--- src/rtl/hkred_pkg.sv ---
// ----------------------------------------------------------------------------
// hkred_pkg
// Shared types, constants and keycode translation for the keyboard report
// edge decoder.
// ----------------------------------------------------------------------------
package hkred_pkg;

	localparam int SLOTS     = 6;
	localparam int EVENTS    = 2 * SLOTS;
	localparam int CODE_W    = 8;
	localparam int KEY_W     = 7;
	localparam int QDEPTH    = 2;
	localparam int QPTR_W    = $clog2(QDEPTH);
	localparam int QCNT_W    = $clog2(QDEPTH + 1);

	localparam logic [CODE_W-1:0] SHIFT_MASK = 8'h22;

	// navigation and control codes
	localparam logic [KEY_W-1:0] KEY_NONE  = 7'd0;
	localparam logic [KEY_W-1:0] KEY_HOME  = 7'd2;
	localparam logic [KEY_W-1:0] KEY_END   = 7'd3;
	localparam logic [KEY_W-1:0] KEY_BKSP  = 7'd8;
	localparam logic [KEY_W-1:0] KEY_TAB   = 7'd9;
	localparam logic [KEY_W-1:0] KEY_NEXT  = 7'd9;
	localparam logic [KEY_W-1:0] KEY_ENTER = 7'd10;
	localparam logic [KEY_W-1:0] KEY_PREV  = 7'd11;
	localparam logic [KEY_W-1:0] KEY_UP    = 7'd17;
	localparam logic [KEY_W-1:0] KEY_DOWN  = 7'd18;
	localparam logic [KEY_W-1:0] KEY_RIGHT = 7'd19;
	localparam logic [KEY_W-1:0] KEY_LEFT  = 7'd20;
	localparam logic [KEY_W-1:0] KEY_ESC   = 7'd27;
	localparam logic [KEY_W-1:0] KEY_DEL   = 7'd127;

	// one classified report: release candidates in slots 0..5, presses in 6..11
	typedef struct packed {
		logic [EVENTS-1:0][CODE_W-1:0] codes;
		logic [EVENTS-1:0]             mask;
		logic                          shift;
	} job_t;

	// HID usage to character or navigation code, zero when unmapped
	function automatic logic [KEY_W-1:0] translate(input logic [CODE_W-1:0] code,
		input logic sh);
		logic [CODE_W-1:0] t;
		logic [KEY_W-1:0]  v;
		t = 8'h00;
		v = KEY_NONE;
		if (code >= 8'h04 && code <= 8'h1D) begin
			t = code - 8'h04 + (sh ? 8'h41 : 8'h61);
			v = t[KEY_W-1:0];
		end else if (code >= 8'h1E && code <= 8'h26) begin
			if (sh) begin
				unique case (code)
					8'h1E: v = 7'h21;
					8'h1F: v = 7'h40;
					8'h20: v = 7'h23;
					8'h21: v = 7'h24;
					8'h22: v = 7'h25;
					8'h23: v = 7'h5E;
					8'h24: v = 7'h26;
					8'h25: v = 7'h2A;
					default: v = 7'h28;
				endcase
			end else begin
				t = code - 8'h1E + 8'h31;
				v = t[KEY_W-1:0];
			end
		end else begin
			unique case (code)
				8'h27: v = sh ? 7'h29 : 7'h30;
				8'h28, 8'h58: v = KEY_ENTER;
				8'h29: v = KEY_ESC;
				8'h2A: v = KEY_BKSP;
				8'h2B: v = KEY_TAB;
				8'h2C: v = 7'h20;
				8'h2D: v = sh ? 7'h5F : 7'h2D;
				8'h2E: v = sh ? 7'h2B : 7'h3D;
				8'h2F: v = sh ? 7'h7B : 7'h5B;
				8'h30: v = sh ? 7'h7D : 7'h5D;
				8'h31: v = sh ? 7'h7C : 7'h5C;
				8'h33: v = sh ? 7'h3A : 7'h3B;
				8'h34: v = sh ? 7'h22 : 7'h27;
				8'h35: v = sh ? 7'h7E : 7'h60;
				8'h36: v = sh ? 7'h3C : 7'h2C;
				8'h37: v = sh ? 7'h3E : 7'h2E;
				8'h38: v = sh ? 7'h3F : 7'h2F;
				8'h4A: v = KEY_HOME;
				8'h4B: v = KEY_PREV;
				8'h4C: v = KEY_DEL;
				8'h4D: v = KEY_END;
				8'h4E: v = KEY_NEXT;
				8'h4F: v = KEY_RIGHT;
				8'h50: v = KEY_LEFT;
				8'h51: v = KEY_DOWN;
				8'h52: v = KEY_UP;
				default: v = KEY_NONE;
			endcase
		end
		return v;
	endfunction

endpackage

--- src/rtl/hkred_queue.sv ---
// ----------------------------------------------------------------------------
// hkred_queue
// Short queue of classified reports between the front and back parts.
// ----------------------------------------------------------------------------
module hkred_queue import hkred_pkg::*; (
	input  logic  clk,
	input  logic  arst_n,
	input  logic  push,
	input  job_t  wdata,
	input  logic  pop,
	output job_t  rdata,
	output logic  full,
	output logic  nonempty
);

	job_t              mem_q [QDEPTH];
	logic [QPTR_W-1:0] wr_ptr_q;
	logic [QPTR_W-1:0] rd_ptr_q;
	logic [QCNT_W-1:0] count_q;

	assign full     = (count_q == QCNT_W'(QDEPTH));
	assign nonempty = (count_q != '0);
	assign rdata    = mem_q[rd_ptr_q];

	// pointers and fill level
	always_ff @(posedge clk or negedge arst_n) begin
		if (!arst_n) begin
			wr_ptr_q <= '0;
			rd_ptr_q <= '0;
			count_q  <= '0;
		end else begin
			if (push)
				wr_ptr_q <= wr_ptr_q + 1'b1;
			if (pop)
				rd_ptr_q <= rd_ptr_q + 1'b1;
			if (push && !pop)
				count_q <= count_q + 1'b1;
			else if (pop && !push)
				count_q <= count_q - 1'b1;
		end
	end

	// entry storage
	always_ff @(posedge clk) begin
		if (push)
			mem_q[wr_ptr_q] <= wdata;
	end

	a_no_overflow: assert property (@(posedge clk) disable iff (!arst_n)
		!(push && full && !pop)) else $error("queue written while full");
	a_no_underflow: assert property (@(posedge clk) disable iff (!arst_n)
		pop |-> nonempty) else $error("queue read while empty");
	a_level: assert property (@(posedge clk) disable iff (!arst_n)
		count_q <= QCNT_W'(QDEPTH)) else $error("queue level out of range");

endmodule

--- config.mk ---
export PLATFORM = sky130hd
export DESIGN_NAME = hkred_queue
export DESIGN_NICKNAME = d
export VERILOG_FILES = /design/src/rtl/hkred_pkg.sv /design/src/rtl/hkred_queue.sv
export SDC_FILE = /design/constraint.sdc
export NUM_CORES = 1
export LEC_CHECK = 0
export BUFFER_PORTS_ARGS = -buffer_cell sky130_fd_sc_hd__buf_2
export CAP_MARGIN = 5
export CORE_UTILIZATION = 40
export CTS_BUF_LIST = sky130_fd_sc_hd__clkbuf_16
export DETAILED_ROUTE_END_ITERATION = 16
export PLACE_DENSITY = 0.65
export SETUP_SLACK_MARGIN = 0.02
export SLEW_MARGIN = 25
export SYNTH_ARGS = -nofsm -noshare
export SYNTH_HDL_FRONTEND = slang
export SYNTH_SLANG_ARGS = --single-unit
--- constraint.sdc ---
create_clock -name clk -period 6.3 [get_ports clk]
set_input_delay 0.945 -clock clk [delete_from_list [all_inputs] [get_ports clk]]
set_output_delay 0.945 -clock clk [all_outputs]
set_load 0.005 [all_outputs]
==> qor.tcl, run 1 <==
set qor(crit_fanout) 61
set qor(cts_tree) {yes}
set qor(clock.fmax_ghz) 0.282
set qor(cts_made_buffers) 23
set qor(cts_root_buf) {clkbuf_16}
set qor(final_util) 0.501
set qor(placementRows) 53
set qor(layout-area-overhead-vs-synth_pct) 23.1
set qor(postSynthNetCount) 469
set qor(dieHeight_um) 148
set qor(synth_top_area_share) 0.765
set qor(setup.worst_path.class) {reg -> out}
set qor(place.port_buffers) 223
set qor(first_global_vias) 4234
set qor(fin_crit_sh) 0.562
set qor(timing.setup.tns_ns) 0
set qor(worst_ep_required_time_ns) 5.35
set qor(p_leak_nw) 4.25
set qor(seq_area_frac_synth) 0.777
set qor(worst-r2r-cell-count) 2
set qor(placedCellCount) 845
set qor(ant_nets) 0
set qor(cts_h_tree_depth) 1
set qor(first_pass_iters) 5
set qor(netlist_instances) 355
set qor(critical_path.startpoint_type) {flip-flop}
set qor(arrival_time_worst_endpoint_ns) 2.60
set qor(post_route_cells_drive_above_1_share) 0.602
set qor(post-cts-setup-buffer-count) 0
set qor(worst_hold_class) {in -> async}
set qor(pin_count_of_the_biggest_net_entering_global_routing) 62
set qor(antenna_found_initial) 1
set qor(clock_latency_ns) 0.49
set qor(remaining_drc_errors) 0
set qor(die_w_um) 148
set qor(global_route.usage.total) 0.128
set qor(cts.sinks) 222
set qor(hold_buffers) 0
set qor(report.final.slew_viol_count) 0
set qor(grt_first_pass_wirelength_mm) 21.9
set qor(detail_route.wl_per_cell_um) 16.3
set qor(worst_slew_pin_slew_ns) 0.918
set qor(run_status) {completed}
set qor(post_synth_num_cell_types) 15
set qor(yosys_most_used_dff) {edfxtp_1}
set qor(mostFrequentLayoutCells) {buf_2 (223), edfxtp_1 (218), mux2_4 (100)}
set qor(time_the_final_worst_path_needs_with_i_o_delays_and_setup_ns) 3.54
set qor(avgViaCountPerCell) 4.55
set qor(boundaryPins) 224
set qor(global_route.overflow_total) 0
set qor(synth_enable_flop_cells) 218
set qor(whs_ns) 0.261
set qor(max-vdd-ir-drop_uv) 276
set qor(fin_nets) 709
set qor(synth_area_leader_cell) {edfxtp_1}
set qor(slew_headroom) 0.388
set qor(fin_worst_skew_ns) 0.00609
set qor(core_region_area_mm2) 0.0210
set qor(initialDrtViolationCount) 123
set qor(pwr_density_cell_mw_per_mm2) 435
set qor(async_flop_share) 0.0180
set qor(yosys_warnings) 0
set qor(synth_area_mm2) 0.00855
set qor(drv_cap) 0
set qor(post_synth.cell_area_avg_um2) 24.1
set qor(fp.dieArea_mm2) 0.0220
set qor(critical_path.endpoint_type) {output port}
set qor(post-layout-total-power_mw) 4.58
set qor(clockBufferDepth) 3
set qor(clk_pin_slew_worst_paths_ns) 0.06
set qor(num_vias) 4035
set qor(number_of_synthesized_register_bits) 222
set qor(finalWeightedCongestion) 0.710
set qor(report.final.hold_viol_count) 0
set qor(most_common_cell_after_layout_fill_and_taps_aside) {buf_2}
set qor(finalSetupViolations) 0
set qor(wl_mm) 14.5
set qor(post_cts.resized_instances) 0
set qor(synthTopCellsByArea) {edfxtp_1 (77%), mux2_4 (18%), buf_12 (2.3%)}
set qor(final_cell_count_no_fill) 886
set qor(dp_hpwl_mm) 9.70
set qor(floorplan.initialDensity) 0.407
set qor(grt_setup_unrepaired) {no}
==> stage by stage <==
stage	setup slack, ns	cell area (um2)
3_3_place_gp	3.32	9850
6_report	2.76	10500
3_5_place_dp	3.28	9850
4_1_cts	2.74	10500
2_1_floorplan	0.0274	8550
5_1_grt	2.66	10500
==> cell usage after synthesis, types with 2 or more instances <==
| cell type | count |
|---|---|
| mux2_4 | 100 |
| dfrtp_1 | 4 |
| xor2_1 | 4 |
| edfxtp_1 | 218 |
| buf_12 | 10 |
| mux2_2 | 9 |
| nor2b_1 | 2 |
==> routing by layer <==
metal / part of all wire / GRT usage / vias up
met5: 0 / 0 / -
met4: 0.017 / 0.0423 / 0
met3: 0.091 / 0.0457 / 19
met2: 0.48 / 0.213 / 165
met1: 0.42 / 0.155 / 1959
li1: - / - / 1892
==> power breakdown <==
group	switching (mW)	internal (mW)	leakage, nW
clock network	0.505	0.698	0.345
logic	0.521	0.739	1.81
registers	0.157	1.96	2.09
total	1.18	3.40	4.25
==> final timing paths <==
path	start	slack, ns	endpoint
max	rd_ptr_q	2.76	rdata[97]
min	arst_n	0.26	count_q[0]
max reg2reg	wr_ptr_q	4.02	mem_q[1][90]
min reg2reg	count_q[1]	0.51	count_q[1]
max in group asynchronous	arst_n	5.88	rd_ptr_q
min in group clk	count_q[1]	0.51	count_q[1]
==> registers in the layout (all words and copies together) (netlist names) <==
| name | flops |
|---|---|
| mem_q | 218 |
| rd_ptr_q | 1 |
| wr_ptr_q | 1 |
| count_q | 2 |
==> cell families after synthesis <==
kind of cell / share of synthesized area
adders and majority gates: 0.00146
DFF: 0.777
muxes: 0.187
xor gates and xnor gates: 0.00512
and+or+nand+nor: 0.00336
buffers and inverters: 0.0257
==> worst max-delay path: stages (launching register included) <==
cell and delay (ns):
dfrtp_4 1.01, buf_12 0.44, mux2_4 0.36, buf_2 0.13
==> final cells by class <==
cell class	instances	area, um2
antenna	1	2.50
clock buffer	23	576
clock inverter	17	97.6
fill	1767	10500
inverter	1	3.75
multi-input combinational	120	1700
sequential	222	6650
tap	275	344
timing repair buffer	227	1160
Power figures use the tool's default switching activity.
==> run 2, diff against run 1 <==
--- a/config.mk
+++ b/config.mk
@@ -5,12 +5,13 @@
 export SDC_FILE = /design/constraint.sdc
 export NUM_CORES = 1
 export LEC_CHECK = 0
+export ABC_AREA = 1
 export BUFFER_PORTS_ARGS = -buffer_cell sky130_fd_sc_hd__buf_2
 export CAP_MARGIN = 5
 export CORE_UTILIZATION = 40
 export CTS_BUF_LIST = sky130_fd_sc_hd__clkbuf_16
 export DETAILED_ROUTE_END_ITERATION = 16
-export PLACE_DENSITY = 0.65
+export PLACE_DENSITY = 0.68
 export SETUP_SLACK_MARGIN = 0.02
 export SLEW_MARGIN = 25
 export SYNTH_ARGS = -nofsm -noshare
==> constraint.sdc (replaced) <==
create_clock -name clk -period 3 [get_ports clk]
set_input_delay 0.45 -clock clk [delete_from_list [all_inputs] [get_ports clk]]
set_output_delay 0.45 -clock clk [all_outputs]
set_load 0.005 [all_outputs]
==> qor.tcl, run 2 <==
set qor(floorplan.initialDensity) 0.408 ;# was 0.407
set qor(post_route_cells_drive_above_1_share) 0.600 ;# was 0.602
set qor(post_synth_num_cell_types) 15 ;# unchanged
set qor(fillCellCount) 1712 ;# was 1767
set qor(clock.fmax_ghz) 0.400
set qor(cts_h_tree_depth) 1 ;# unchanged
set qor(synth_enable_flop_cells) 218 ;# unchanged
set qor(fin_crit_sh) 0.832
set qor(boundaryPins) 224 ;# unchanged
set qor(synth_top_cells_by_count) {edfxtp_1 (218), mux2_4 (100), buf_12 (10)} ;# unchanged
set qor(worst_ep_required_time_ns) 2.55 ;# was 5.35 ns
set qor(num_vias) 4118 ;# was 4035
set qor(die_w_um) 148 ;# about the same
set qor(layout-area-overhead-vs-synth_pct) 25.1 ;# was 23.1%
set qor(clock_latency_ns) 0.51 ;# was 0.49 ns
set qor(cts_made_buffers) 25 ;# was 23
set qor(yosysMostFrequentCell) {edfxtp_1} ;# unchanged
set qor(setup.worst_path.class) {reg -> out} ;# unchanged
set qor(post_synth.cell_area_avg_um2) 23.5 ;# was 24.1 um2
set qor(max-vdd-ir-drop_uv) 485 ;# was 276 uV
set qor(dieHeight_um) 148 ;# about the same
set qor(worst_slew_pin_slew_ns) 0.770 ;# was 0.918 ns
set qor(cts_tree) {yes} ;# unchanged
set qor(run_status) {completed} ;# unchanged
set qor(initialDrtViolationCount) 186 ;# was 123
set qor(report.final.hold_viol_count) 0 ;# unchanged
set qor(first_pass_iters) 4 ;# was 5
set qor(placementRows) 53 ;# unchanged
set qor(finalWeightedCongestion) 0.704 ;# was 0.710
set qor(post-layout-total-power_mw) 10.1 ;# was 4.58 mW
set qor(ff_latch_area_mm2) 0.00665 ;# unchanged
set qor(pwr_density_cell_mw_per_mm2) 944 ;# was 435 mW/mm2
set qor(place.port_buffers) 223 ;# unchanged
set qor(critical_path.endpoint_type) {output port} ;# unchanged
set qor(timing.setup.tns_ns) 0 ;# unchanged
set qor(layout_top_registers) {mem_q (218), count_q (2)} ;# unchanged
set qor(mostFrequentLayoutCells) {buf_2 (223), edfxtp_1 (218), mux2_4 (100)} ;# unchanged
set qor(synth_compound_area_frac) 0 ;# unchanged
set qor(fp.dieArea_mm2) 0.0220 ;# about the same
set qor(slew_headroom) 0.487 ;# was 0.388
set qor(worst_hold_class) {in -> reg} ;# was in -> async
set qor(async_flop_share) 0.0180 ;# unchanged
set qor(fin_nets) 723 ;# was 709
set qor(cts.sinks) 222 ;# unchanged
set qor(wl_mm) 15.0 ;# was 14.5 mm
set qor(synth_top_area_share) 0.764 ;# was 0.765
set qor(clockBufferDepth) 3 ;# unchanged
set qor(most_common_cell_after_layout_fill_and_taps_aside) {buf_2} ;# unchanged
set qor(cts_root_buf) {clkbuf_16} ;# unchanged
set qor(multi_input_gate_area_in_the_final_layout_mm2) 0.00169 ;# was 0.00170 mm2
set qor(largest_register_ffs) 218 ;# unchanged
set qor(fin_worst_skew_ns) 0.0110 ;# was 0.00609 ns
set qor(crit_fanout) 49 ;# was 61
set qor(synth_xor_xnor_area_share) 0.00307 ;# was 0.00512
set qor(top_register) {mem_q} ;# unchanged
set qor(seq_area_frac_synth) 0.775 ;# was 0.777
set qor(global_route.usage.total) 0.133 ;# was 0.128
set qor(yosys_most_used_dff) {edfxtp_1} ;# unchanged
set qor(finalSetupViolations) 0 ;# unchanged
set qor(yosys.area_share.simple) 0.00482 ;# was 0.00336
set qor(number_of_synthesized_register_bits) 222 ;# unchanged
set qor(global_route.overflow_total) 0 ;# unchanged
set qor(report.final.slew_viol_count) 0 ;# unchanged
set qor(synthTopCellsByArea) {edfxtp_1 (76%), mux2_4 (18%), buf_12 (2.3%)} ;# was edfxtp_1 (77%), mux2_4 (18%), buf_12 (2.3%)
set qor(p_leak_nw) 4.35 ;# was 4.25 nW
set qor(grt_first_pass_wirelength_mm) 22.6 ;# was 21.9 mm
set qor(core_region_area_mm2) 0.0210 ;# unchanged
set qor(ant_nets) 0 ;# unchanged
set qor(synth_area_leader_cell) {edfxtp_1} ;# unchanged
set qor(critical_path.startpoint_type) {flip-flop} ;# unchanged
set qor(netlist_instances) 364 ;# was 355
set qor(dp_hpwl_mm) 9.96 ;# was 9.70 mm
set qor(arrival_time_worst_endpoint_ns) 2.05 ;# was 2.60 ns
set qor(avgViaCountPerCell) 4.57 ;# was 4.55
set qor(yosys_warnings) 0 ;# unchanged
set qor(postSynthNetCount) 478 ;# was 469
set qor(time_the_final_worst_path_needs_with_i_o_delays_and_setup_ns) 2.50
set qor(synth-adder-area-share) 0.00146 ;# about the same
set qor(pin_count_of_the_biggest_net_entering_global_routing) 58 ;# was 62
set qor(muxShareOfSynthArea) 0.187 ;# about the same
set qor(detail_route.wl_per_cell_um) 16.6 ;# was 16.3 um
set qor(grt_setup_unrepaired) {no} ;# unchanged
set qor(first_global_vias) 4342 ;# was 4234
set qor(remaining_drc_errors) 0 ;# unchanged
set qor(antenna_found_initial) 2 ;# was 1
set qor(synth_area_mm2) 0.00857 ;# was 0.00855 mm2
set qor(largest_family_of_logic_cells_by_synthesized_area) {multiplexers} ;# unchanged
set qor(clk_pin_slew_worst_paths_ns) 0.06 ;# about the same
set qor(drv_cap) 0 ;# unchanged
[run 2: cell type report]
class	instances	share of cell area
Multi-Input combinational cell	123	0.158
Clock buffer	25	0.0583
Tap cell	275	0.0321
Inverter	7	0.00280
Sequential cell	222	0.620
Clock inverter	18	0.0175
Antenna cell	1	0.000233
Timing Repair Buffer	230	0.112
[run 2: what timing repair did]
action	in CTS	in global routing
buffers inserted	0	0
hold endpoints to repair	4	0
gates resized for setup	0	0
hold buffers	1	0
[run 2: cell families after synthesis]
| group | Yosys count |
|---|---|
| muxes | 109 |
| adders and majority gates | 1 |
| DFF | 222 |
| and+or+nand+nor | 10 |
| xor gates and xnor gates | 3 |
| buffers and inverters | 19 |
[run 2: worst paths after layout]
| path | startpoint | end | slack (ns) | cells after the start |
|---|---|---|---|---|
| max in group asynchronous | arst_n | rd_ptr_q | 2.58 | 2 |
| worst max-delay path | rd_ptr_q | rdata[36] | 0.50 | 3 |
| worst min register to register | count_q[1] | count_q[1] | 0.51 | 2 |
| min in group asynchronous | arst_n | count_q[0] | 0.27 | 2 |
| worst min-delay path | wdata[80] | mem_q[1][80] | 0.13 | 1 |
| worst max register to register | wr_ptr_q | mem_q[1][34] | 1.38 | 3 |
[run 2: power by group]
part	switching, mW	internal, mW
logic	1.24	1.56
clock network	1.13	1.85
registers	0.212	4.13
total	2.59	7.54
[run 2: through the flow]
step,utilization,instances,area (um2),hold slack [ns],worst slack (ns)
5_1_grt,0.510,901,10700,0.106,0.420
4_1_cts,0.510,900,10700,0.101,0.465
6_report,0.510,901,10700,0.128,0.503
2_1_floorplan,-,364,8580,0.154,0.469
3_5_place_dp,0.471,856,9900,0.265,1.01
3_3_place_gp,0.471,856,9900,0.260,1.03
[run 2: worst max-delay path, stage by stage, from the launching register on]
cell     delay, ns
dfrtp_4       0.64
buf_12        0.36
mux2_4        0.33
buf_2         0.13
[run 2: routing by layer]
layer | share of wire | up-vias | track usage
met5 | 0 | - | 0
met4 | 0.023 | 0 | 0.0433
met3 | 0.081 | 29 | 0.0426
met2 | 0.51 | 149 | 0.236
met1 | 0.39 | 2020 | 0.152
li1 | - | 1920 | -
==> run 3, diff against run 2 <==
==> constraint.sdc (replaced) <==
create_clock -name clk -period 2.2 [get_ports clk]
set_input_delay 0.33 -clock clk [delete_from_list [all_inputs] [get_ports clk]]
set_output_delay 0.33 -clock clk [all_outputs]
set_load 0.005 [all_outputs]
==> qor.tcl, run 3 (synthesized netlist as in run 2, its figures left out) <==
set qor(clk_pin_slew_worst_paths_ns) 0.06 ;# about the same
set qor(global_route.usage.total) 0.144 ;# was 0.133
set qor(arrival_time_worst_endpoint_ns) 1.87 ;# was 2.05 ns
set qor(drv_cap) 0 ;# unchanged
set qor(ant_nets) 0 ;# unchanged
set qor(report.final.slew_viol_count) 0 ;# unchanged
set qor(fin_worst_skew_ns) 0.0110 ;# about the same
set qor(pin_count_of_the_biggest_net_entering_global_routing) 65 ;# was 58
set qor(initialDrtViolationCount) 202 ;# was 186
set qor(report.final.hold_viol_count) 0 ;# unchanged
set qor(layout_top_registers) {mem_q (218), count_q (2)} ;# unchanged
set qor(worst_slew_pin_slew_ns) 0.497 ;# was 0.770 ns
set qor(setup.worst_path.class) {reg -> out} ;# unchanged
set qor(cts_tree) {yes} ;# unchanged
set qor(top_register) {mem_q} ;# unchanged
set qor(largest_register_ffs) 218 ;# unchanged
set qor(avgViaCountPerCell) 4.62 ;# was 4.57
set qor(antenna_found_initial) 2 ;# unchanged
set qor(mostFrequentLayoutCells) {edfxtp_1 (218), buf_2 (159), mux2_4 (100)} ;# was buf_2 (223), edfxtp_1 (218), mux2_4 (100)
set qor(wl_mm) 16.3 ;# was 15.0 mm
set qor(grt_setup_unrepaired) {yes} ;# was no
set qor(remaining_drc_errors) 0 ;# unchanged
set qor(floorplan.initialDensity) 0.408 ;# unchanged
set qor(slew_headroom) 0.669 ;# was 0.487
set qor(clock_latency_ns) 0.51 ;# about the same
set qor(post-cts-setup-buffer-count) 0 ;# unchanged
set qor(die_w_um) 148 ;# unchanged
set qor(first_global_vias) 4700 ;# was 4342
set qor(cts_h_tree_depth) 1 ;# unchanged
set qor(post_route_cells_drive_above_1_share) 0.561 ;# was 0.600
set qor(place_area_mm2) 0.00995 ;# was 0.00990 mm2
set qor(time_the_final_worst_path_needs_with_i_o_delays_and_setup_ns) 2.20
set qor(fin_crit_sh) 0.998
set qor(layout-area-overhead-vs-synth_pct) 34.8 ;# was 25.1%
set qor(detail_route.wl_per_cell_um) 17.3 ;# was 16.6 um
set qor(p_leak_nw) 4.66 ;# was 4.35 nW
set qor(worst_ep_required_time_ns) 1.87 ;# was 2.55 ns
set qor(pwr_density_cell_mw_per_mm2) 1240 ;# was 944 mW/mm2
set qor(boundaryPins) 224 ;# unchanged
set qor(clock.fmax_ghz) 0.455
set qor(run_status) {completed} ;# unchanged
set qor(final_design_area_no_fill_mm2) 0.0116 ;# was 0.0107 mm2
set qor(worst_hold_class) {in -> reg} ;# unchanged
set qor(global_route.overflow_total) 0 ;# unchanged
set qor(core_region_area_mm2) 0.0210 ;# unchanged
set qor(dp_hpwl_mm) 10.1 ;# was 9.96 mm
set qor(fin_nets) 765 ;# was 723
set qor(timing.setup.tns_ns) 0 ;# unchanged
set qor(critical_path.endpoint_type) {output port} ;# unchanged
set qor(finalSetupViolations) 0 ;# unchanged
set qor(most_common_cell_after_layout_fill_and_taps_aside) {edfxtp_1} ;# was buf_2
set qor(num_vias) 4355 ;# was 4118
set qor(dieHeight_um) 148 ;# unchanged
set qor(fp.dieArea_mm2) 0.0220 ;# unchanged
set qor(critical_path.startpoint_type) {flip-flop} ;# unchanged
set qor(cts_made_buffers) 24 ;# was 25
set qor(clockBufferDepth) 3 ;# unchanged
set qor(cts.sinks) 222 ;# unchanged
set qor(grt_first_pass_wirelength_mm) 24.4 ;# was 22.6 mm
set qor(finalWeightedCongestion) 0.718 ;# was 0.704
set qor(max-vdd-ir-drop_uv) 721 ;# was 485 uV
set qor(placementRows) 53 ;# unchanged
set qor(cts_root_buf) {clkbuf_16} ;# unchanged
set qor(place.port_buffers) 223 ;# unchanged
set qor(crit_fanout) 64 ;# was 49
set qor(first_pass_iters) 4 ;# unchanged
run 3: cell types whose count changed in the layout (fill, tap and decap cells not counted):
cell / before / now
buf_6: 0 / 64
inv_8: 1 / 0
buf_12: 2 / 5
bufinv_16: 4 / 2
inv_1: 10 / 11
dlygate4sd3_1: 1 / 44
nand2_1: 6 / 5
buf_16: 0 / 1
clkinv_2: 3 / 4
buf_2: 223 / 159
nand2_2: 0 / 1
buf_4: 4 / 0
run 3: layer usage:
metal  routed length, um  share of wire  vias up  track usage
met1                6300           0.39     2122        0.164
met2                8320           0.51      178        0.257
met5                  13        0.00080        -            0
li1                    -              -     2012            -
met4                 392          0.024        2       0.0443
met3                1280          0.078       41       0.0451
run 3: metrics by stage:
step	util	total power [mW]	setup WS (ns)	cells	hold slack [ns]
after global routing	0.550	15.0	-0.0614	942	0.00132
final	0.550	14.4	0.00380	943	0.0236
after detailed placement	0.473	10.0	0.496	856	0.141
after CTS	0.545	14.4	-0.0168	940	0.000106
after global placement	0.473	9.87	0.515	856	0.136
after floorplan	-	8.82	-0.287	364	0.0344
run 3: where the power goes:
part	internal [mW]	total, mW	switching (mW)
logic	2.79	4.74	1.95
registers	5.62	5.85	0.231
clock network	2.27	3.78	1.51
total	10.7	14.4	3.69
run 3: critical path, stage by stage, from the launching register on:
cell and delay (ns):
dfrtp_4 0.45, buf_16 0.35, mux2_4 0.35, buf_6 0.12
run 3: final timing paths:
check	startpoint	end	slack, ns	cells after the start
setup / recovery	rd_ptr_q	rdata[77]	0.004	3
min in group asynchronous	arst_n	count_q[1]	0.17	2
hold / removal	wdata[25]	mem_q[1][25]	0.02	1
hold reg to reg	count_q[1]	count_q[1]	0.48	2
setup reg to reg	wr_ptr_q	mem_q[0][70]	0.67	2
max in group asynchronous	arst_n	rd_ptr_q	1.89	2
run 3: what timing repair did:
item                                    in CTS  in global routing
resized for setup                           52                 13
endpoints found under the setup margin      64                 67
hold buffers                                42                  2
gates cloned                                 0                  0
hold endpoints to repair                    78                  3
run 3: area by class of cell:
class                   count  area (um2)
fillers                  1620        9470
multi-input cells         123        1690
repair buffers            273        2080
flip-flops and latches    222        6650
diodes                      1        2.50
clock buffers              25         626
inverters                   7        30.0
clock inverters            17         125
well taps                 275         344
