`config.mk`:
```
export PLATFORM = sky130hd
export DESIGN_NAME = hkred_back
export DESIGN_NICKNAME = d
export VERILOG_FILES = /design/src/rtl/hkred_pkg.sv /design/src/rtl/hkred_back.sv
export SDC_FILE = /design/constraint.sdc
export NUM_CORES = 1
export LEC_CHECK = 0
export ABC_AREA = 1
export BUFFER_PORTS_ARGS = -buffer_cell sky130_fd_sc_hd__buf_2
export CAP_MARGIN = 20
export CELL_PAD_IN_SITES_DETAIL_PLACEMENT = 0
export CELL_PAD_IN_SITES_GLOBAL_PLACEMENT = 1
export CORE_ASPECT_RATIO = 1.4
export CORE_MARGIN = 8
export CORE_UTILIZATION = 42
export CTS_CLUSTER_DIAMETER = 100
export DETAILED_ROUTE_END_ITERATION = 10
export GPL_ROUTABILITY_DRIVEN = 0
export GPL_TIMING_DRIVEN = 0
export PLACE_DENSITY = 0.81
export SYNTH_ARGS = -nofsm -noshare
export SYNTH_HDL_FRONTEND = slang
export SYNTH_SLANG_ARGS = --single-unit
```
`constraint.sdc`:
```
create_clock -name clk -period 4.1 [get_ports clk]
set_clock_uncertainty 0.1 [all_clocks]
set_input_delay 0 -clock clk [delete_from_list [all_inputs] [get_ports clk]]
set_output_delay 0 -clock clk [all_outputs]
set_load 0.02 [all_outputs]
```
`src/rtl/hkred_pkg.sv`:
```
// ----------------------------------------------------------------------------
// hkred_pkg
// Shared types, constants and keycode translation for the keyboard report
// edge decoder.
// ----------------------------------------------------------------------------
package hkred_pkg;

	localparam int SLOTS     = 6;
	localparam int EVENTS    = 2 * SLOTS;
	localparam int CODE_W    = 8;
	localparam int KEY_W     = 7;
	localparam int QDEPTH    = 2;
	localparam int QPTR_W    = $clog2(QDEPTH);
	localparam int QCNT_W    = $clog2(QDEPTH + 1);

	localparam logic [CODE_W-1:0] SHIFT_MASK = 8'h22;

	// navigation and control codes
	localparam logic [KEY_W-1:0] KEY_NONE  = 7'd0;
	localparam logic [KEY_W-1:0] KEY_HOME  = 7'd2;
	localparam logic [KEY_W-1:0] KEY_END   = 7'd3;
	localparam logic [KEY_W-1:0] KEY_BKSP  = 7'd8;
	localparam logic [KEY_W-1:0] KEY_TAB   = 7'd9;
	localparam logic [KEY_W-1:0] KEY_NEXT  = 7'd9;
	localparam logic [KEY_W-1:0] KEY_ENTER = 7'd10;
	localparam logic [KEY_W-1:0] KEY_PREV  = 7'd11;
	localparam logic [KEY_W-1:0] KEY_UP    = 7'd17;
	localparam logic [KEY_W-1:0] KEY_DOWN  = 7'd18;
	localparam logic [KEY_W-1:0] KEY_RIGHT = 7'd19;
	localparam logic [KEY_W-1:0] KEY_LEFT  = 7'd20;
	localparam logic [KEY_W-1:0] KEY_ESC   = 7'd27;
	localparam logic [KEY_W-1:0] KEY_DEL   = 7'd127;

	// one classified report: release candidates in slots 0..5, presses in 6..11
	typedef struct packed {
		logic [EVENTS-1:0][CODE_W-1:0] codes;
		logic [EVENTS-1:0]             mask;
		logic                          shift;
	} job_t;

	// HID usage to character or navigation code, zero when unmapped
	function automatic logic [KEY_W-1:0] translate(input logic [CODE_W-1:0] code,
		input logic sh);
		logic [CODE_W-1:0] t;
		logic [KEY_W-1:0]  v;
		t = 8'h00;
		v = KEY_NONE;
		if (code >= 8'h04 && code <= 8'h1D) begin
			t = code - 8'h04 + (sh ? 8'h41 : 8'h61);
			v = t[KEY_W-1:0];
		end else if (code >= 8'h1E && code <= 8'h26) begin
			if (sh) begin
				unique case (code)
					8'h1E: v = 7'h21;
					8'h1F: v = 7'h40;
					8'h20: v = 7'h23;
					8'h21: v = 7'h24;
					8'h22: v = 7'h25;
					8'h23: v = 7'h5E;
					8'h24: v = 7'h26;
					8'h25: v = 7'h2A;
					default: v = 7'h28;
				endcase
			end else begin
				t = code - 8'h1E + 8'h31;
				v = t[KEY_W-1:0];
			end
		end else begin
			unique case (code)
				8'h27: v = sh ? 7'h29 : 7'h30;
				8'h28, 8'h58: v = KEY_ENTER;
				8'h29: v = KEY_ESC;
				8'h2A: v = KEY_BKSP;
				8'h2B: v = KEY_TAB;
				8'h2C: v = 7'h20;
				8'h2D: v = sh ? 7'h5F : 7'h2D;
				8'h2E: v = sh ? 7'h2B : 7'h3D;
				8'h2F: v = sh ? 7'h7B : 7'h5B;
				8'h30: v = sh ? 7'h7D : 7'h5D;
				8'h31: v = sh ? 7'h7C : 7'h5C;
				8'h33: v = sh ? 7'h3A : 7'h3B;
				8'h34: v = sh ? 7'h22 : 7'h27;
				8'h35: v = sh ? 7'h7E : 7'h60;
				8'h36: v = sh ? 7'h3C : 7'h2C;
				8'h37: v = sh ? 7'h3E : 7'h2E;
				8'h38: v = sh ? 7'h3F : 7'h2F;
				8'h4A: v = KEY_HOME;
				8'h4B: v = KEY_PREV;
				8'h4C: v = KEY_DEL;
				8'h4D: v = KEY_END;
				8'h4E: v = KEY_NEXT;
				8'h4F: v = KEY_RIGHT;
				8'h50: v = KEY_LEFT;
				8'h51: v = KEY_DOWN;
				8'h52: v = KEY_UP;
				default: v = KEY_NONE;
			endcase
		end
		return v;
	endfunction

endpackage

```
`src/rtl/hkred_back.sv`:
```
// ----------------------------------------------------------------------------
// hkred_back
// Walks the event mask of one report, lowest slot first, translating one
// code per cycle into the result register while that register is free.
// ----------------------------------------------------------------------------
module hkred_back import hkred_pkg::*; (
	input  logic              clk,
	input  logic              arst_n,
	input  job_t              q_data,
	input  logic              q_valid,
	output logic              q_pop,
	input  logic              pop,
	output logic              empty,
	output logic [KEY_W-1:0]  key_value,
	output logic              is_press,
	output logic              last_event
);

	logic [EVENTS-1:0][CODE_W-1:0] codes_q;
	logic [EVENTS-1:0]             mask_q;
	logic                          shift_q;
	logic                          out_vld_q;
	logic [KEY_W-1:0]              key_q;
	logic                          press_q;
	logic                          last_q;

	logic              busy;
	logic [EVENTS-1:0] pick;
	logic [EVENTS-1:0] rest;
	logic [CODE_W-1:0] code_sel;
	logic              out_free;
	logic              advance;
	logic              load;

	// next event selection
	always_comb begin
		busy     = |mask_q;
		pick     = mask_q & (~mask_q + 1'b1);
		rest     = mask_q & ~pick;
		code_sel = '0;
		for (int i = 0; i < EVENTS; i++)
			code_sel = code_sel | ({CODE_W{pick[i]}} & codes_q[i]);
		out_free = !out_vld_q || pop;
		advance  = busy && out_free;
		load     = q_valid && (!busy || (advance && (rest == '0)));
	end

	assign q_pop      = load;
	assign empty      = !out_vld_q;
	assign key_value  = key_q;
	assign is_press   = press_q;
	assign last_event = last_q;

	// control state
	always_ff @(posedge clk or negedge arst_n) begin
		if (!arst_n) begin
			mask_q    <= '0;
			out_vld_q <= 1'b0;
		end else begin
			if (load)
				mask_q <= q_data.mask;
			else if (advance)
				mask_q <= rest;
			if (advance)
				out_vld_q <= 1'b1;
			else if (pop)
				out_vld_q <= 1'b0;
		end
	end

	// payload of the current report and the result register
	always_ff @(posedge clk) begin
		if (load) begin
			codes_q <= q_data.codes;
			shift_q <= q_data.shift;
		end
		if (advance) begin
			key_q   <= translate(code_sel, shift_q);
			press_q <= |pick[EVENTS-1:SLOTS];
			last_q  <= (rest == '0);
		end
	end

	a_pick_onehot: assert property (@(posedge clk) disable iff (!arst_n)
		busy |-> $onehot(pick)) else $error("event pick not one-hot");
	a_more_follow: assert property (@(posedge clk) disable iff (!arst_n)
		(advance && (rest != '0)) |=> busy) else $error("report events lost");
	a_load_when_done: assert property (@(posedge clk) disable iff (!arst_n)
		load |-> (!busy || (advance && (rest == '0))))
		else $error("report loaded over unfinished one");

endmodule

```
==> results of run 1 <==
## worst max-delay path: stages, from the launching register on
cell	delay (ns)
dfrtp_1	0.47
buf_2	0.24
nand2_1	0.09
nand3_1	0.11
nor2_1	0.27
nand4_1	0.23
nor2_2	0.32
inv_1	0.15
ha_1	0.30
nand2_1	0.10
inv_1	0.13
or2_2	0.32
a21oi_1	0.15
nor2_1	0.05
nor2_1	0.10
xor2_1	0.18
xor2_1	0.18
o21ai_1	0.07
## per-stage QoR
step           setup WS (ns)  util, %  hold WS (ns)  area [um2]  cells
4_1_cts                0.116     60.2        0.0632        9350   1214
6_report               0.257     60.3        0.0709        9370   1216
2_1_floorplan          0.842        -        -0.396        6650    741
3_5_place_dp           0.144     48.5        -0.195        7530   1061
3_3_place_gp           0.114     48.3        -0.194        7510   1060
5_1_grt               0.0424     60.3         0.125        9370   1216
## synth_stat cells (all sizes together)
| cell type | n |
|---|---|
| buf | 16 |
| ha | 16 |
| o211ai | 13 |
| a21boi | 1 |
| nand3b | 2 |
| inv | 76 |
| o21bai | 1 |
| nand2 | 203 |
| dfrtp | 13 |
| xnor2 | 1 |
| edfxtp | 106 |
| o21ai | 16 |
| nand3 | 96 |
| nand4 | 38 |
| a221oi | 1 |
| nor3 | 1 |
| clkbuf | 5 |
| nor2 | 110 |
| or2 | 3 |
| a21oi | 17 |
| xor2 | 5 |
| nor4 | 1 |
## layer usage
| layer | up-vias | GRT usage [%] | wire (um) |
|---|---|---|---|
| met2 | 214 | 43.0 | 12300 |
| met1 | 2889 | 21.3 | 7510 |
| li1 | 3046 | - | - |
| met4 | 0 | 11.3 | 963 |
| met5 | - | 0 | 0 |
| met3 | 61 | 4.48 | 1060 |
## cells by family (layout without fill, tap and decap cells)
family	after synthesis	in the layout	synth area share [%]
adders and majority gates	16	16	3.01
AOI/OAI and AO/OA	49	49	4.39
DFF	119	119	52.8
xor gates and xnor gates	6	6	0.791
buffers and inverters	97	376	6.34
and+or+nand+nor	454	454	32.7
## path summary, 6_finish.rpt
check	start	endpoint	slack, ns	depth (start not counted)
max in group asynchronous	arst_n	mask_q[9]	2.91	3
setup / recovery	mask_q[0]	key_value[6]	0.26	17
hold / removal	q_valid	mask_q[4]	0.07	6
setup reg to reg	mask_q[0]	key_value[6]	0.26	17
min in group asynchronous	arst_n	mask_q[0]	0.57	3
hold reg to reg	mask_q[1]	mask_q[1]	0.59	3
## state kept, by name (all words and copies together) (netlist names)
name        flops
key_value       7
codes_q        96
out_vld_q       1
shift_q         1
mask_q         12
is_press        1
last_event      1
## timing repair
item	in CTS	in global routing
hold buffers	121	0
endpoints found under the hold margin	123	0
gates resized for setup	0	1
endpoints found under the setup margin	0	6
setup buffers	0	2
## final cells by class
cell class	count	area, um2	share of cell area (%)
Buffer	21	136	1.46
Clock inverter	14	174	1.86
Multi-Input combinational cell	525	2720	29.0
Clock buffer	18	429	4.58
Inverter	76	285	3.05
Sequential cell	119	3510	37.5
Tap cell	196	245	2.62
Timing Repair Buffer	247	1870	20.0
==> metrics.md, run 1 <==
| Metric | Value |
|---|---|
| Status | finished clean |
| CTS tree | built |
| Tmin final | about 3.8 ns |
| Worst slew pin tran | 0.964 ns |
| Port Buffers | between 100 and 150 |
| Final setup vio count | 0 |
| Vias in the first global route | roughly 6600 |
| # fillers | around 1300 |
| DIE AREA | ~20000 um2 |
| GR Overflow Total | 0 |
| Num ports | approximately 120 |
| CP Data Arrival Time | 3.90 ns |
| DR vias/cell | ~5.1 |
| First-pass GRT wire length | about 34000 um |
| Final wirelength | roughly 22000 um |
| Core area | roughly 16000 um2 |
| Max Root-Sink Buffers | 2 |
| Worst setup EP type | flip-flop |
| H-tree depth | 4 |
| Top post-synthesis cells by area | edfxtp_1, nand2_1, nand3_1 |
| WS Path Type | flip-flop to flip-flop |
| Diode count | 0 |
| Maxcap violations | 0 |
| Synth Warn # | 0 |
| Slew HR | between 30% and 40% |
| Initial antenna violation count | 0 |
| Total CTS buffers | 17 |
| DR DRC count | 0 |
| Clock-pin slew on the worst setup and hold paths | about 0.06 ns |
| Row cnt | 54 |
| Top-area cell type share of the netlist area | a little under half |
| Detail-routed net length per standard cell | ~18 um |
| Largest net degree at the start of global routing | a little under 80 |
| Initial DRT Pass Iterations | 6 |
| Critical path launch point type | flip-flop |
| Gate Count Post-Synth | between 700 and 800 |
| Final #Nets | between 1000 and 1500 |
| Highest-count cells in the layout ignoring fill and taps | nand2_1, buf_2, dlygate4sd3_1, edfxtp_1, nand3_1 |
| Largest area contributor in the netlist | edfxtp_1 |
| Seq/Total Area, Yosys | between 50% and 60% |
| Final Max Tran Viols | 0 |
| Gr usage total | around 22% |
| Yosys cell types | 37 |
| Die Y | 165 um |
| Crit Path Max Fanout | 10 |
| HP Class | input port to flip-flop |
| Final Hold Viols | 0 |
| Initial DRC count | 480 |
| Layout area overhead | 40.9% |
| Post-DP HPWL | roughly 15000 um |
| Period utilization | about 94% |
| Syn Nets | 870 |
| Worst path required time | between 4 and 5 ns |
| Syn Area/Cell | ~9.0 um2 |
| Max Freq | 260 MHz |
| Clock root cell | clkbuf_16 |
| #FFs+latches synth | roughly 120 |
| Setup TNS Final | 0 ns |
| Post-Syn Area | around 6600 um2 |
| Commonest non-fill, non-tap cell in the layout | nand2_1 |
| Clock sinks | between 100 and 150 |
| DIE WIDTH | 122 um |
| Worst-Skew Late Latency | approximately 0.42 ns |
| Starting density of the core | 42.8% |
| Routed Antenna Nets | 0 |
| RSZ-0062 raised after global routing | false |
| Vias post-DR | 6210 |
| Layout cell share with drive strength beyond 1 | roughly 22% |
Power of run 1 is not shown: default switching activity piles up to over one toggle a cycle in this logic, so the estimate is an artifact.
==> run 2: changes to the inputs <==
TNS_END_PERCENT = 50   (was default)
clock period = 4.3 ns   (was 4.1 ns; I/O delays follow)
==> metrics.md, run 2 (same netlist as run 1, synthesis figures left out) <==
| Metric | Value |
|---|---|
| Status | finished clean |
| Design area | 9350 um2 (-0.19%) |
| Diode count | 0 (unchanged) |
| Worst setup EP type | flip-flop |
| CP Data Arrival Time | 4.03 ns (+0.13 ns) |
| CP max stage cell | dfrtp_1 |
| Final setup vio count | 0 (unchanged) |
| Gr usage total | 22.1% (unchanged) |
| First-pass GRT wire length | 33900 um (unchanged) |
| Tmin final | 3.97 ns (+0.132 ns) |
| Setup TNS Final | 0 ns (unchanged) |
| Worst-Skew Late Latency | 0.42 ns (about the same) |
| Slowest stage delay, CP | 0.47 ns (about the same) |
| Highest-count cells in the layout ignoring fill and taps | nand2_1, buf_2, dlygate4sd3_1, edfxtp_1, nand3_1 |
| Slew HR | 35.7% (+0.19 points) |
| Most used cell, CP | nor2_1 |
| Initial DRT Pass Iterations | 5 (-1) |
| Final Max Tran Viols | 0 (unchanged) |
| WS Path Type | flip-flop to flip-flop |
| Worst setup margin | 0.326 ns (+0.0684 ns) |
| Finished Core Util | 60.2% (-0.11 points) |
| Top reg by flops | codes_q |
| DIE AREA | 20200 um2 (unchanged) |
| Crit Path Max Fanout | 10 (unchanged) |
| GR Overflow Total | 0 (unchanged) |
| Top cell family by delay on the critical path | simple AND/OR/NAND/NOR gates |
| Initial antenna violation count | 0 (unchanged) |
| Die Y | 165 um (unchanged) |
| Maxcap violations | 0 (unchanged) |
| Critical path launch point type | flip-flop |
| Final #Nets | 1134 (-0.18%) |
| Post-Place Setup Slack | 0.344 ns (+0.200 ns) |
| Final Hold Viols | 0 (unchanged) |
| Vias post-DR | 6205 (-0.081%) |
| DR vias/cell | 5.11 (about the same) |
| Clock sinks | 119 (unchanged) |
| Clock root cell | clkbuf_16 |
| Final wirelength | 21800 um (-0.18%) |
| HP Class | input port to flip-flop |
| Worst slew pin tran | 0.961 ns (-0.00282 ns) |
| Largest net degree at the start of global routing | 79 (unchanged) |
| Crit-path cells | buf_2 > nand2_1 > nand3_1 > nor2_1 > nand4_1 > nor2_1 > inv_1 > ha_1 > nand2_1 > inv_1 > or2_2 > a21oi_1 > nor2_1 > nor2_1 > xor2_1 > xor2_1 > o21ai_1 |
| Layout area overhead | 40.7% |
| Worst path required time | 4.36 ns (+0.20 ns) |
| DIE WIDTH | 122 um (unchanged) |
| Max Root-Sink Buffers | 2 (unchanged) |
| Clock-pin slew on the worst setup and hold paths | 0.06 ns (about the same) |
| DP Area | 7530 um2 (unchanged) |
| Max FFs per register | 96 (unchanged) |
| Vias in the first global route | 6611 (unchanged) |
| CTS-repair resized insts | 0 (unchanged) |
| H-tree depth | 4 (unchanged) |
| Max Freq | 252 MHz (-3.3%) |
| Post-DP HPWL | 15100 um (unchanged) |
| DR DRC count | 0 (unchanged) |
| CP bufs+invs | 3 (unchanged) |
| Total CTS buffers | 17 (unchanged) |
| Period utilization | 92.4% (-1.3 points) |
| CTS tree | built |
| Row cnt | 54 (unchanged) |
| Starting density of the core | 42.8% (unchanged) |
| Commonest non-fill, non-tap cell in the layout | nand2_1 |
| Num ports | 124 (unchanged) |
| Core area | 15500 um2 (unchanged) |
| Initial DRC count | 435 (-9.4%) |
| RSZ-0062 raised after global routing | false |
| Detail-routed net length per standard cell | 18.0 um (about the same) |
| Layout cell share with drive strength beyond 1 | 22.1% (-0.25 points) |
| Routed Antenna Nets | 0 (unchanged) |
| Port Buffers | 123 (unchanged) |
-- run 2: cell types whose count changed in the layout (fill, tap and decap cells not counted) --
cell and delta:
nor2_2 -1, buf_4 -2, nor2_1 +1
-- run 2: through the flow --
stage,std cells,hold slack (ns)
finish,1214,0.0715
detailed placement,1061,-0.195
CTS,1214,0.0632
global placement,1060,-0.194
global route,1214,0.125
floorplan,741,-0.396
-- run 2: area by class of cell --
class	count	area (um2)
Fill cell	1303	6190
Sequential cell	119	3510
Multi-Input combinational cell	525	2720
Timing Repair Buffer	245	1850
Clock buffer	18	429
Inverter	76	285
Tap cell	196	245
Clock inverter	14	174
Buffer	21	136
-- run 2: worst paths after layout --
path / startpoint / endpoint / slack, ns / depth (start not counted)
worst min-delay path: q_valid / mask_q[4] / 0.07 / 6
max in group asynchronous: arst_n / mask_q[9] / 3.11 / 3
min in group asynchronous: arst_n / mask_q[0] / 0.57 / 3
worst min register to register: mask_q[1] / mask_q[1] / 0.59 / 3
worst max register to register: mask_q[0] / key_value[6] / 0.33 / 17
worst max-delay path: mask_q[0] / key_value[6] / 0.33 / 17
-- run 2: timing repair --
item | CTS | global route
setup buffers | 0 | 0
hold buffers | 121 | 0
setup endpoints to repair | 0 | 0
endpoints found under the hold margin | 123 | 0
-- run 2: metal layers --
metal / part of all wire, % / track usage [%] / vias to the layer above
met2: 57 / 43.0 / 210
met3: 4.6 / 4.48 / 55
li1: - / - / 3042
met5: 0 / 0 / -
met1: 35 / 21.3 / 2898
met4: 4.2 / 11.3 / 0
-- run 2: worst min-delay path, delay by kind of cell --
| family | cells | cell delay [ns] |
|---|---|---|
| compound gates | 1 | 0.07 |
| simple gates | 3 | 0.29 |
| buf+inv | 2 | 0.18 |
Power of run 2 is left out for the same reason.
==> run 3: changes to the inputs <==
ABC_AREA = 0   (was 1)
ABC_CLOCK_PERIOD_IN_PS = 4300   (was default)
CELL_PAD_IN_SITES_DETAIL_PLACEMENT = default   (was 0)
CELL_PAD_IN_SITES_GLOBAL_PLACEMENT = default   (was 1)
CORE_UTILIZATION = 51   (was 42)
PLACE_DENSITY = 0.76   (was 0.81)
==> metrics.md, run 3 <==
| Metric | Value |
|---|---|
| Status | finished clean |
| Initial DRC count | 740 (+70%) |
| RSZ-0062 raised after global routing | true |
| Top-area cell type share of the netlist area | 51.4% (+3.5 points) |
| CTS tree | built |
| First-pass GRT wire length | 33400 um (-1.4%) |
| Count leader, synth | edfxtp_1 |
| Layout area overhead | 43.2% |
| Final #Nets | 951 (-16%) |
| Highest-count cells in the layout ignoring fill and taps | buf_2, dlygate4sd3_1, edfxtp_1, nand2_1, a21oi_1 |
| Slew HR | 53.7% (+18 points) |
| Seq/Total Area, Yosys | 56.6% (+3.8 points) |
| Layout Cells excl Fill | 986 (-19%) |
| Worst-Skew Late Latency | 0.42 ns (about the same) |
| Clk network pwr share | about a fifth |
| Setup TNS Final | 0 ns (unchanged) |
| Placed cell count | 832 (-22%) |
| DIE AREA | 16000 um2 (-21%) |
| Synth cell count leaders | edfxtp_1, nand2_1, a21oi_1 |
| CP Data Arrival Time | 4.21 ns (+0.18 ns) |
| Primary FF master, synth | edfxtp_1 |
| Final setup vio count | 0 (unchanged) |
| Max Root-Sink Buffers | 2 (unchanged) |
| Final Max Tran Viols | 0 (unchanged) |
| Worst slew pin tran | 0.692 ns (-0.269 ns) |
| Worst path required time | 4.34 ns (-0.02 ns) |
| Detail-routed net length per standard cell | 22.1 um (+23%) |
| Post-Syn Area | 6200 um2 (-6.7%) |
| Gate power share | 55.3% |
| Gate Count Post-Synth | 561 (-24%) |
| H-tree depth | 4 (unchanged) |
| GR Overflow Total | 0 (unchanged) |
| Initial antenna violation count | 4 (+4) |
| Worst Hold Launch | q_data[68] |
| Post-DP HPWL | 12900 um (-14%) |
| Global Route met2 Usage | 48.0% (+5.0 points) |
| Total CTS buffers | 17 (unchanged) |
| Synth Warn # | 0 (unchanged) |
| Routed Antenna Nets | 0 (unchanged) |
| #FFs+latches synth | 119 (unchanged) |
| P_sw | 3.38 mW |
| Reg2reg setup slack | 0.13 ns (-0.20 ns) |
| Syn Area/Cell | 11.0 um2 (+23%) |
| HP Class | input port to flip-flop |
| Final wirelength | 21800 um (about the same) |
| Max FFs per register | 96 (unchanged) |
| Max Freq | 240 MHz (-4.7%) |
| Clock root cell | clkbuf_16 |
| Most used cell, CP | o21ai_0 |
| Worst VDD drop | approximately 0.52 mV |
| Largest net degree at the start of global routing | 79 (unchanged) |
| Row cnt | 47 (-13%) |
| Most Crowded Layer GR | met2 |
| Hold EP | codes_q[55] |
| Top reg by flops | codes_q |
| Layout cell share with drive strength beyond 1 | 24.9% (+2.8 points) |
| Reg2Reg Depth | 14 (-3) |
| DR vias/cell | 6.21 (+21%) |
| Tmin final | 4.17 ns (+0.196 ns) |
| Port Buffers | 123 (unchanged) |
| Core area | 11800 um2 (-24%) |
| Crit Path Max Fanout | 10 (unchanged) |
| Worst setup EP type | flip-flop |
| Crit-path cells | or4_4 > nor3_4 > o21ai_0 > and3_1 > buf_6 > inv_1 > ha_1 > clkbuf_2 > o21ai_0 > a211oi_1 > a41oi_1 > o21a_1 > o22ai_1 > o221ai_1 |
| Switch share | between 40% and 50% |
| RR Startpoint | mask_q[2] |
| Grt met1 use | 28.8% (+7.5 points) |
| Critical path launch point type | flip-flop |
| Asr flop ratio synth | 10.9% (unchanged) |
| Yosys cell types | 74 (+100%) |
| Num ports | 124 (unchanged) |
| Gr usage total | 27.2% (+5.0 points) |
| Period utilization | 97.0% (+4.6 points) |
| # fillers | 684 (-48%) |
| Internal Power | about 4.1 mW |
| Initial DRT Pass Iterations | 6 (+1) |
| Seq pwr share | 26.1% |
| Leak | ~3.4 nW |
| Syn Nets | 690 (-21%) |
| Die Y | 146 um (-11%) |
| Final Hold Viols | 0 (unchanged) |
| DR DRC count | 0 (unchanged) |
| Clock sinks | 119 (unchanged) |
| Maxcap violations | 0 (unchanged) |
| CP max stage cell | or4_4 |
| Met3 GRT Util | 6.04% (+1.6 points) |
| Top post-synthesis cells by area | edfxtp_1, dfrtp_1, nand2_1 |
| Starting density of the core | 52.4% (+9.7 points) |
| RR Endpoint | key_value[3] |
| Largest area contributor in the netlist | edfxtp_1 |
| WS Path Type | flip-flop to flip-flop |
| Vias in the first global route | 6377 (-3.5%) |
| Clock-pin slew on the worst setup and hold paths | 0.06 ns (about the same) |
| Commonest non-fill, non-tap cell in the layout | buf_2 |
| Slowest stage delay, CP | 0.63 ns (+0.16 ns) |
| Hold path depth | 2 (-4) |
| Vias post-DR | 6120 (-1.4%) |
| Pwr/cell area | around 850 nW/um2 |
| DIE WIDTH | 109 um (-11%) |
| Post-synth EDFFs | 106 (unchanged) |
==> run 3: critical path: cells and delay by family (launching register included) <==
kind / cells / cell delay (ns)
AND/OR/NAND/NOR: 3 / 1.15
flip-flops: 1 / 0.47
AO/OA/AOI/OAI: 7 / 1.37
buffers and inverters: 3 / 0.58
adder cells (fa/ha/maj): 1 / 0.23
==> run 3: power by group through the flow <==
| stage | registers, mW | clock network, mW | logic [mW] |
|---|---|---|---|
| 3_3_place_gp | 1.96 | 0 | 3.56 |
| 4_1_cts | 1.94 | 1.39 | 3.88 |
| 5_1_grt | 1.99 | 1.45 | 4.48 |
| 6_report | 1.96 | 1.40 | 4.16 |
| 2_1_floorplan | 1.97 | 0 | 2.64 |
| 3_5_place_dp | 1.95 | 0 | 3.68 |
==> run 3: kinds of logic after synthesis <==
group | count (synthesis) | share of synthesized area [%]
buf+inv | 55 | 3.77
compound gates | 179 | 19.2
fa+ha+maj | 19 | 3.73
xor+xnor | 10 | 1.41
mux | 1 | 0.182
flops | 119 | 56.6
simple gates | 178 | 15.1
==> run 3: metrics by stage <==
| stage | power [mW] | util (%) | instance area (um2) | setup WS, ns | hold WS [ns] |
|---|---|---|---|---|---|
| 2_1_floorplan | 4.61 | - | 6200 | 0.330 | -0.396 |
| 3_3_place_gp | 5.51 | 59.2 | 7000 | -0.532 | -0.193 |
| 3_5_place_dp | 5.63 | 59.5 | 7030 | -0.672 | -0.183 |
| 4_1_cts | 7.20 | 74.5 | 8800 | 0.0139 | 0.183 |
| 5_1_grt | 7.91 | 75.1 | 8870 | -0.0791 | 0.193 |
| 6_report | 7.53 | 75.1 | 8870 | 0.130 | 0.187 |
==> run 3: how the worst max path moves through the flow <==
stage | startpoint | to | slack, ns | cells past startpoint
after global routing | mask_q[5] | key_value[3] | -0.08 | 14
after global placement | mask_q[0] | key_value[0] | -0.53 | 13
after CTS | mask_q[2] | key_value[3] | 0.01 | 13
after floorplan | mask_q[6] | codes_q[0] | 0.33 | 9
final | mask_q[2] | key_value[3] | 0.13 | 14
after detailed placement | mask_q[0] | key_value[0] | -0.67 | 13
==> run 3: layer usage <==
layer  part of all wire, %  wire, um  up-vias
met4                   6.3      1370        0
li1                      -         -     2670
met5                     0         0        -
met2                    53     11500      470
met3                   8.6      1870      123
met1                    32      7040     2857
==> run 3: cell type report <==
| class | instances | area, um2 | area share [%] |
|---|---|---|---|
| Sequential cell | 119 | 3510 | 39.5 |
| Multi-Input combinational cell | 387 | 2530 | 28.5 |
| Timing Repair Buffer | 242 | 1820 | 20.5 |
| Clock buffer | 17 | 425 | 4.79 |
| Buffer | 38 | 186 | 2.10 |
| Tap cell | 147 | 184 | 2.07 |
| Clock inverter | 15 | 154 | 1.73 |
| Inverter | 17 | 63.8 | 0.719 |
| Antenna cell | 4 | 10.0 | 0.113 |
==> run 3: repair_timing <==
| item | CTS | global route |
|---|---|---|
| hold buffers | 115 | 0 |
| hold endpoints to repair | 122 | 0 |
| pin swaps | 1 | 2 |
| buffers inserted | 1 | 2 |
| setup endpoints to repair | 7 | 8 |
| gates resized for setup | 7 | 27 |
No activity file was read; power rests on OpenSTA's default activity.
